[src/hw/rtl/bsfd_pkg.sv]
// Shared types and constants for the byte-stuffed frame deframer.
package bsfd_pkg;

  localparam int unsigned MaxFrameBytesDefault = 64;

  localparam int unsigned CfgIndexWidth = 2;
  localparam int unsigned CfgDataWidth  = 8;

  // Configuration register indexes
  localparam logic [CfgIndexWidth-1:0] REG_END_CHAR    = 2'd0;
  localparam logic [CfgIndexWidth-1:0] REG_ESCAPE_CHAR = 2'd1;
  localparam logic [CfgIndexWidth-1:0] REG_ESCAPE_MASK = 2'd2;

  // Reset values of the configuration registers
  localparam logic [7:0] END_CHAR_RESET    = 8'd126;
  localparam logic [7:0] ESCAPE_CHAR_RESET = 8'd125;
  localparam logic [7:0] ESCAPE_MASK_RESET = 8'd32;

  typedef logic [1:0] frame_status_t;

  localparam frame_status_t ST_GOOD     = 2'd0;
  localparam frame_status_t ST_CRC      = 2'd1;
  localparam frame_status_t ST_OVERFLOW = 2'd2;
  localparam frame_status_t ST_EMPTY    = 2'd3;

  typedef enum logic [1:0] {
    S_IDLE,
    S_STATUS,
    S_DRAIN
  } state_t;

endpackage

[src/hw/rtl/byte_stuffed_frame_deframer.sv]
// Byte-stuffed frame deframer with XOR checksum check, one frame buffer in RAM.
// Status item registered from the status state after the closing byte; good bytes
// read from the buffer, then registered. One raw byte per cycle while collecting;
// closing a frame holds off input for its status or its drain, plus output stalls.
// Reset (rst, synchronous): frame cleared, registers to 126 / 125 / 32; buffer
// contents are left as they are and are only read after being written.
module byte_stuffed_frame_deframer #(
  parameter int unsigned MAX_FRAME_BYTES = bsfd_pkg::MaxFrameBytesDefault
) (
  input  logic                                  clk,
  input  logic                                  rst,
  // configuration write port
  input  logic                                  cfg_write,
  input  logic [bsfd_pkg::CfgIndexWidth-1:0]    cfg_index,
  input  logic [bsfd_pkg::CfgDataWidth-1:0]     cfg_data,
  // raw link bytes
  input  logic                                  in_valid,
  output logic                                  in_stall,
  input  logic [7:0]                            in_byte,
  // decoded items
  output logic                                  out_valid,
  input  logic                                  out_stall,
  output logic [7:0]                            out_byte,
  output logic                                  frame_last,
  output bsfd_pkg::frame_status_t               frame_status
);

  import bsfd_pkg::*;

  // Buffer holds at most MAX_FRAME_BYTES-1 decoded bytes: a frame that
  // reaches the raw limit without an end byte is flushed.
  localparam int unsigned Depth = MAX_FRAME_BYTES - 1;
  localparam int unsigned AddrW = (Depth > 1) ? $clog2(Depth) : 1;
  localparam int unsigned CntW  = $clog2(Depth + 1);
  localparam int unsigned RawW  = $clog2(MAX_FRAME_BYTES + 1);

  // configuration
  logic [7:0] end_char;
  logic [7:0] escape_char;
  logic [7:0] escape_xor_mask;

  // frame state
  state_t        state, state_next;
  logic [RawW-1:0] raw_count, raw_count_next;
  logic          escape_pending, escape_pending_next;
  logic [CntW-1:0] decoded_count, decoded_count_next;
  logic [7:0]    running_xor, running_xor_next;

  // drain / status control
  logic [CntW-1:0] drain_len, drain_len_next;
  logic [CntW-1:0] rd_idx, rd_idx_next;
  logic          rd_pending, rd_pending_next;
  frame_status_t pend_status, pend_status_next;

  // output register
  logic          out_valid_next;
  logic [7:0]    out_byte_next;
  logic          frame_last_next;
  frame_status_t frame_status_next;

  // decoded byte buffer
  logic [7:0]    decoded_store [Depth];
  logic          mem_we;
  logic [AddrW-1:0] mem_waddr;
  logic [7:0]    mem_wdata;
  logic          mem_re;
  logic [7:0]    rd_q;

  // input decode
  logic          can_load;
  logic          is_end;
  logic [7:0]    esc_byte;
  logic          room;
  logic          append;
  logic [7:0]    store_byte;
  logic [CntW-1:0] cnt_after;
  logic [7:0]    xor_after;

  assign in_stall = (state != S_IDLE);
  assign can_load = !out_valid || !out_stall;
  assign esc_byte = in_byte ^ escape_xor_mask;
  assign is_end   = (in_byte == end_char);
  assign room     = (decoded_count < CntW'(Depth));

  always_ff @(posedge clk) begin
    if (rst) begin
      end_char        <= END_CHAR_RESET;
      escape_char     <= ESCAPE_CHAR_RESET;
      escape_xor_mask <= ESCAPE_MASK_RESET;
    end else if (cfg_write) begin
      unique case (cfg_index)
        REG_END_CHAR:    end_char        <= cfg_data;
        REG_ESCAPE_CHAR: escape_char     <= cfg_data;
        REG_ESCAPE_MASK: escape_xor_mask <= cfg_data;
        default: ;
      endcase
    end
  end

  // Decoded byte buffer: one write port, one registered read port.
  always_ff @(posedge clk) begin
    if (mem_we) begin
      decoded_store[mem_waddr] <= mem_wdata;
    end
    if (mem_re) begin
      rd_q <= decoded_store[rd_idx[AddrW-1:0]];
    end
  end

  always_comb begin
    state_next          = state;
    raw_count_next      = raw_count;
    escape_pending_next = escape_pending;
    decoded_count_next  = decoded_count;
    running_xor_next    = running_xor;
    drain_len_next      = drain_len;
    rd_idx_next         = rd_idx;
    rd_pending_next     = rd_pending;
    pend_status_next    = pend_status;

    out_valid_next      = out_valid && out_stall;
    out_byte_next       = out_byte;
    frame_last_next     = frame_last;
    frame_status_next   = frame_status;

    mem_we     = 1'b0;
    mem_waddr  = decoded_count[AddrW-1:0];
    mem_wdata  = in_byte;
    mem_re     = 1'b0;

    append     = 1'b0;
    store_byte = in_byte;
    cnt_after  = decoded_count;
    xor_after  = running_xor;

    unique case (state)
      S_IDLE: begin
        if (in_valid) begin
          raw_count_next = raw_count + RawW'(1);
          if (is_end) begin
            // escape right before the end byte: the end byte is kept, masked
            append     = escape_pending && room;
            store_byte = esc_byte;
            cnt_after  = decoded_count + CntW'(append);
            xor_after  = running_xor ^ (append ? esc_byte : 8'd0);
            mem_we     = append;
            mem_wdata  = esc_byte;
            raw_count_next      = '0;
            escape_pending_next = 1'b0;
            decoded_count_next  = '0;
            running_xor_next    = '0;
            if (cnt_after == '0) begin
              pend_status_next = ST_EMPTY;
              state_next       = S_STATUS;
            end else if (xor_after != 8'd0) begin
              // XOR over all bytes including checksum must come out zero
              pend_status_next = ST_CRC;
              state_next       = S_STATUS;
            end else begin
              drain_len_next  = cnt_after;
              rd_idx_next     = '0;
              rd_pending_next = 1'b0;
              state_next      = S_DRAIN;
            end
          end else begin
            if (escape_pending) begin
              append              = 1'b1;
              store_byte          = esc_byte;
              escape_pending_next = 1'b0;
            end else if (in_byte == escape_char) begin
              escape_pending_next = 1'b1;
            end else begin
              append = 1'b1;
            end
            if (append && room) begin
              mem_we             = 1'b1;
              mem_wdata          = store_byte;
              decoded_count_next = decoded_count + CntW'(1);
              running_xor_next   = running_xor ^ store_byte;
            end
            if (raw_count == RawW'(MAX_FRAME_BYTES - 1)) begin
              raw_count_next      = '0;
              escape_pending_next = 1'b0;
              decoded_count_next  = '0;
              running_xor_next    = '0;
              pend_status_next    = ST_OVERFLOW;
              state_next          = S_STATUS;
            end
          end
        end
      end

      S_STATUS: begin
        if (can_load) begin
          out_valid_next    = 1'b1;
          out_byte_next     = 8'd0;
          frame_last_next   = 1'b1;
          frame_status_next = pend_status;
          state_next        = S_IDLE;
        end
      end

      S_DRAIN: begin
        if (rd_pending) begin
          if (can_load) begin
            out_valid_next    = 1'b1;
            out_byte_next     = rd_q;
            frame_last_next   = (rd_idx == drain_len);
            frame_status_next = ST_GOOD;
            if (rd_idx == drain_len) begin
              rd_pending_next = 1'b0;
              state_next      = S_IDLE;
            end else begin
              mem_re      = 1'b1;
              rd_idx_next = rd_idx + CntW'(1);
            end
          end
        end else begin
          mem_re          = 1'b1;
          rd_idx_next     = rd_idx + CntW'(1);
          rd_pending_next = 1'b1;
        end
      end

      default: state_next = S_IDLE;
    endcase
  end

  always_ff @(posedge clk) begin
    if (rst) begin
      state          <= S_IDLE;
      raw_count      <= '0;
      escape_pending <= 1'b0;
      decoded_count  <= '0;
      running_xor    <= '0;
      rd_pending     <= 1'b0;
      out_valid      <= 1'b0;
    end else begin
      state          <= state_next;
      raw_count      <= raw_count_next;
      escape_pending <= escape_pending_next;
      decoded_count  <= decoded_count_next;
      running_xor    <= running_xor_next;
      rd_pending     <= rd_pending_next;
      out_valid      <= out_valid_next;
    end
  end

  // payload and drain bookkeeping need no reset
  always_ff @(posedge clk) begin
    drain_len    <= drain_len_next;
    rd_idx       <= rd_idx_next;
    pend_status  <= pend_status_next;
    out_byte     <= out_byte_next;
    frame_last   <= frame_last_next;
    frame_status <= frame_status_next;
  end

endmodule

[config.mk]
export PLATFORM = sky130hd
export DESIGN_NAME = byte_stuffed_frame_deframer
export DESIGN_NICKNAME = d
export VERILOG_FILES = /design/src/hw/rtl/bsfd_pkg.sv /design/src/hw/rtl/byte_stuffed_frame_deframer.sv
export SDC_FILE = /design/constraint.sdc
export NUM_CORES = 1
export LEC_CHECK = 0
export BUFFER_PORTS_ARGS = -buffer_cell sky130_fd_sc_hd__buf_2
export CORE_ASPECT_RATIO = 2
export CORE_MARGIN = 2
export CORE_UTILIZATION = 60
export CTS_CLUSTER_DIAMETER = 40
export DETAILED_ROUTE_END_ITERATION = 8
export HOLD_SLACK_MARGIN = 0.03
export PLACE_DENSITY = 0.77
export SYNTH_ARGS = -nofsm -noshare
export SYNTH_HDL_FRONTEND = slang
export SYNTH_SLANG_ARGS = --single-unit
[constraint.sdc]
create_clock -name clk -period 11.85 [get_ports clk]
set_input_delay 2.37 -clock clk [delete_from_list [all_inputs] [get_ports clk]]
set_output_delay 2.37 -clock clk [all_outputs]
set_load 0.05 [all_outputs]
After elaboration in Yosys (flattened, before gate mapping)
Memories as Yosys holds them, arrays and structs flattened. A register that Yosys moved wholly into a read port is not among the register bits.
Cells that the tools add are included.
Widths: inputs -> output; s select.
{"block": "word_totals", "reg_bits": 75, "mem_bits_rw": 504, "output_inout_bits": 13, "elab_cells": 152, "n_memories": 1}
{"block": "classes", "add_sub_neg": 4, "order_cmp": 1, "n_eq_ne": 20, "n_mux": 79, "bitwise_logic": 5, "n_reduce_logical": 26}
{"name": "decoded_store", "depth": 63, "word_bits": 8, "rd": 1, "rd_ports_with_merged_regs": 1, "write_ports": 1, "line_no": "byte_stuffed_frame_deframer.sv:62", "rtl": "logic [7:0] decoded_store [Depth];"}
{"operator": "$mux 8", "n": 15}
{"operator": "$mux 6", "n": 10}
{"operator": "$mux 1", "n": 30}
{"operator": "$mux 2", "n": 15}
{"operator": "$xor 8x8->8", "n": 3}
{"operator": "$eq 8x8->1", "n": 2}
{"operator": "$ne 2x2->1 const B", "n": 8}
{"operator": "$pmux 8 s2", "n": 1}
{"operator": "$mux 7", "n": 2}
{"operator": "$add 6x1->6 const B", "n": 2}
{"operator": "$pmux 6 s2", "n": 1}
{"operator": "$reduce_and 5->1", "n": 2}
{"operator": "$ne 3x3->1 const B", "n": 3}
{"operator": "$reduce_and 2->1", "n": 4}
{"operator": "$reduce_and 4->1", "n": 2}
{"operator": "$reduce_bool 2->1", "n": 4}
{"operator": "$reduce_bool 8->1", "n": 1}
{"operator": "$add 7x1->7 const B", "n": 1}
{"operator": "$eq 7x6->1 const B", "n": 1}
{"operator": "$reduce_and 7->1", "n": 1}
{"operator": "$add 6x1->6", "n": 1}
{"operator": "$eq 6x6->1", "n": 1}
{"operator": "$logic_not 6->1", "n": 1}
{"operator": "$lt 6x6->1 const B", "n": 1}
{"operator": "other kinds (14)", "n": 23}

Depth between registers and ports, before layout
{"block": "logic_depth", "depth_word": 13, "mapped_depth": 13}

Worst setup path after synthesis
Ideal clock, no wire load.
{"block": "synth_timing", "path_kind": "input to register", "start": "input port in_byte[7]", "end": "memory decoded_store[0][0], data pin", "arrival_ps": 5724, "t_required_ps": 11288, "setup_slack_ps": 5564, "path_stages": 7, "path_cell_list": "clkbuf_1 xor2_1 nor4_1 nand2_2 a21oi_1 nand2_1 xnor2_1"}
{"block": "synth_via", "elab_chain_len": 11, "elab_cells_between_ends": 12}
{"element": "from (decl)", "line_no": "byte_stuffed_frame_deframer.sv:19", "rtl": "input logic [7:0] in_byte,"}
{"element": "$eq 8x8->1", "line_no": "byte_stuffed_frame_deframer.sv:170", "rtl": "end else if (in_byte == escape_char) begin"}
{"element": "$mux 1", "line_no": "byte_stuffed_frame_deframer.sv:170"}
{"element": "$mux 1", "line_no": "byte_stuffed_frame_deframer.sv:166", "rtl": "if (escape_pending) begin"}
{"element": "$mux 1", "line_no": "byte_stuffed_frame_deframer.sv:140", "rtl": "if (is_end) begin"}
{"element": "$mux 1", "line_no": "byte_stuffed_frame_deframer.sv:138", "rtl": "if (in_valid) begin"}
{"element": "$mux 1", "line_no": "byte_stuffed_frame_deframer.sv:136", "rtl": "unique case (state)"}
{"element": "$logic_and 1x1->1", "line_no": "byte_stuffed_frame_deframer.sv:175", "rtl": "if (append && room) begin"}
{"element": "$mux 8", "line_no": "byte_stuffed_frame_deframer.sv:175"}
{"element": "$mux 8 *", "line_no": "byte_stuffed_frame_deframer.sv:140"}
{"element": "$mux 8 *", "line_no": "byte_stuffed_frame_deframer.sv:138"}
{"element": "$mux 8 *", "line_no": "byte_stuffed_frame_deframer.sv:136"}
{"element": "named net mem_wdata[0]", "line_no": "byte_stuffed_frame_deframer.sv:65", "rtl": "logic [7:0] mem_wdata;"}
{"element": "to (decl)", "line_no": "byte_stuffed_frame_deframer.sv:62"}
Mark *: on every way through the listed nets, which the timed path passes. The rest lies on a longest branch. The select of a mux whose other input is x is not followed.

Worst setup path in the final report
{"block": "layout_timing", "start": "input port in_byte[2]", "end": "memory decoded_store[48][7], data pin"}
The elaborated chain is that of the path after synthesis.

==> summary.txt <==
Drt
  • DRT Pass-1 Iters: 5
  • Remaining antenna violation count: 0
  • Via/cell ratio: 6.43
  • Vias: 12016
  • DRT Wirelength: 52.1 mm
  • Drc violations: 0
  • WL/cell: 27.9 um
  • 1st-iter DRT viols: 1488

STA
  • PnR worst setup slack: 6.72 ns
  • RSZ-0062 raised after global routing: false
  • Post-route clock period utilization: 0.433
  • Slew Limit Headroom: 0.133
  • Minimum clock period: 5.13 ns
  • Max-slew violations: 0
  • Final setup fails: 0
  • Setup_tns: 0 ns
  • Fmax: 195 MHz
  • Fin. Hold Viols: 0
  • Clock skew: 0.0194 ns
  • Tightest Pin Transition: 1.29 ns

Setup path
  • Setup CP Type: in -> reg
  • Arr. time, crit path: 5.37 ns
  • CP Data Required Time: 12.10 ns
  • CP startpoint kind: primary input
  • Register-to-Register Setup Slack: 7.74 ns
  • Worst R2R End: rd_idx[4]
  • FF-to-FF Start: decoded_count[3]
  • Reg2Reg Depth: 11
  • Worst setup EP type: flip-flop
  • CP max FO: 63

Final layout
  • Final non-filler cell total: 1870
  • Share of cells above drive strength 1: 0.219
  • FILL cells: 2537
  • Final Util: 0.662
  • Fin nets: 1338
  • Diodes inserted: 0
  • Most frequent cells in the layout: edfxtp_1, mux4_2, nor2_1
  • Layout Area Growth over Synthesis: 9.45%
  • Leading cell type in the layout, fill and taps excluded: edfxtp_1

Power and ir drop
  • Flop pwr share: 0.576
  • Static Leak: 0.00791 uW
  • Peak supply drop: 0.155 mV
  • Internal power: 3150 uW
  • Switching power: 804 uW
  • PwrDens: 152 mW/mm^2
  • Clock share of power: 0.397
  • Comb pwr share: 0.027
  • Tot Pwr: 3950 uW
  • Switching Fraction: 0.204

CTS
  • CTS Buffer Depth: 3
  • Sink Count: 587
  • Hold-fix buffers at CTS: 0
  • Post-CTS repair timing setup buffer count: 0
  • Post-CTS resize count: 0
  • H-tree Lvls: 2
  • Total CTS buffers: 49
  • CTS tree: yes
  • Reg clk slew, reported paths: 0.06 ns
  • Root Driver: clkbuf_16
  • Worst-Skew Late Latency: 0.57 ns

Synth
  • Post-synth EDFFs: 537
  • Mapped Area: 0.0237 mm^2
  • Syn_area_per_cell: 18.6 um^2
  • Post-Syn Instances: 1274
  • Seq/Total Area, Yosys: 0.723
  • Synthesized Nets: 1305
  • Synth warn: 0
  • Ys flop type: edfxtp_1
  • Post-synthesis async set-or-reset flop share: 0
  • Netlist cell types: 48
  • Flops & latches, synth: 587

Global route
  • Remaining global-route overflow: 0
  • Pin count of the biggest net entering global routing: 78
  • Overall Global Routing Usage: 0.262
  • Vias in the first global route: 12040
  • Antenna violations before repair: 3
  • First-pass GRT wire length: 77.7 mm

Floorplanning
  • Initial core utilization: 0.605
  • Core area: 0.0392 mm^2
  • Die H: 285 um
  • Die area: 0.0412 mm^2
  • Io pins: 36
  • Die W: 144 um
  • Site Rows: 103

Placed design
  • Pre-CTS setup slack: 6.24 ns
  • Placed insts: 1781
  • PortBufs: 35
  • DP HPWL: 30.9 mm
  • RePlAce Congestion: 0.805

Flow run
  • Max Cap Viol: 0

Status
  • Status: finished, final reports clean

Min path
  • Hold Crit Depth: 2
  • HP Start: raw_count[1]
  • Min-Delay Endpoint: raw_count[1]
  • Worst Hold Class: reg -> reg
-- power by group through the flow --
| stage | logic [uW] | clock network (uW) | registers (uW) |
|---|---|---|---|
| final | 107 | 1570 | 2280 |
| after CTS | 107 | 1580 | 2280 |
| after global routing | 114 | 1640 | 2280 |
| after floorplan | 64.5 | 0 | 2320 |
| after detailed placement | 106 | 0 | 2320 |
| after global placement | 101 | 0 | 2320 |
-- per-layer routing --
| layer | wire length [um] | global-route usage | vias up |
|---|---|---|---|
| met5 | 36 | 0 | - |
| met4 | 2160 | 0.0971 | 6 |
| met3 | 5000 | 0.0593 | 133 |
| met2 | 26500 | 0.425 | 707 |
| met1 | 18400 | 0.351 | 6094 |
| li1 | - | - | 5076 |
-- critical path: stages --
cell and delay (ns):
buf_2 0.17, xor2_1 0.16, nor4_1 0.79, nand2_2 0.24
a21oi_1 0.59, nand2_1 0.19, xnor2_2 0.16, buf_4 0.64
-- final cells by class --
class,instances,area [um^2],area share
clock inverter,32,270,0.0104
tap,525,657,0.0253
sequential,587,17100,0.661
multi-input combinational,605,6260,0.242
timing repair buffer,53,310,0.0120
clock buffer,57,1260,0.0485
inverter,11,41.3,0.00159
-- cell usage after synthesis (4+ instances only) --
cell type / count / area share
o21ai_0: 12 / 0.0025
mux4_2: 156 / 0.15
nand2_1: 76 / 0.012
nor3_1: 11 / 0.0023
clkbuf_1: 35 / 0.0055
ha_1: 8 / 0.0042
nor2_1: 114 / 0.018
xnor2_1: 42 / 0.016
buf_1: 11 / 0.0017
buf_4: 5 / 0.0016
and3_1: 4 / 0.0011
nor4_1: 4 / 0.0011
edfxtp_1: 537 / 0.68
nor3b_1: 4 / 0.0013
inv_1: 10 / 0.0016
xor2_1: 31 / 0.011
dfxtp_1: 50 / 0.042
mux2i_1: 29 / 0.012
a211oi_1: 9 / 0.0029
nand4_1: 4 / 0.0011
nand3b_1: 7 / 0.0022
a21oi_1: 22 / 0.0046
and2_1: 10 / 0.0026
buf_2: 18 / 0.0038
nor2b_1: 7 / 0.0018
nand3_1: 24 / 0.0051
-- sequential cells by signal, indices dropped and copies added (netlist names), 2 cells and up --
signal / cells
decoded_count: 6
decoded_store: 504
drain_len: 6
end_char: 8
escape_char: 8
escape_xor_mask: 8
frame_status: 2
out_byte: 8
pend_status: 2
raw_count: 7
rd_idx: 6
rd_q: 8
running_xor: 8
state: 2
-- worst max path at each step --
| stage | from | endpoint | slack (ns) | depth (start not counted) |
|---|---|---|---|---|
| 2_1_floorplan | in_byte[7] | decoded_store[0][0] | 5.56 | 7 |
| 3_3_place_gp | in_byte[4] | decoded_store[60][5] | 6.39 | 8 |
| 3_5_place_dp | in_byte[2] | decoded_store[61][4] | 6.24 | 8 |
| 4_1_cts | in_byte[2] | decoded_store[59][4] | 6.80 | 8 |
| 5_1_grt | in_byte[2] | decoded_store[48][7] | 6.57 | 8 |
| 6_report | in_byte[2] | decoded_store[48][7] | 6.72 | 8 |
-- metrics by stage --
step / hold slack, ns / instance area [um^2]
final: 0.480 / 25900
after global routing: 0.493 / 25900
after CTS: 0.476 / 25900
after detailed placement: 0.467 / 24400
after global placement: 0.457 / 24400
after floorplan: 0.448 / 23700
-- kinds of logic (layout without fill, tap and decap cells) --
logic type,Yosys count,count (layout),share of synthesized area
compound gates,61,61,0.0162
mux,185,185,0.161
xor+xnor,74,74,0.0279
fa+ha+maj,8,8,0.00423
simple gates,277,277,0.0529
flops,587,587,0.723
buf+inv,82,153,0.0151
No activity file was read; power rests on OpenSTA's default activity.
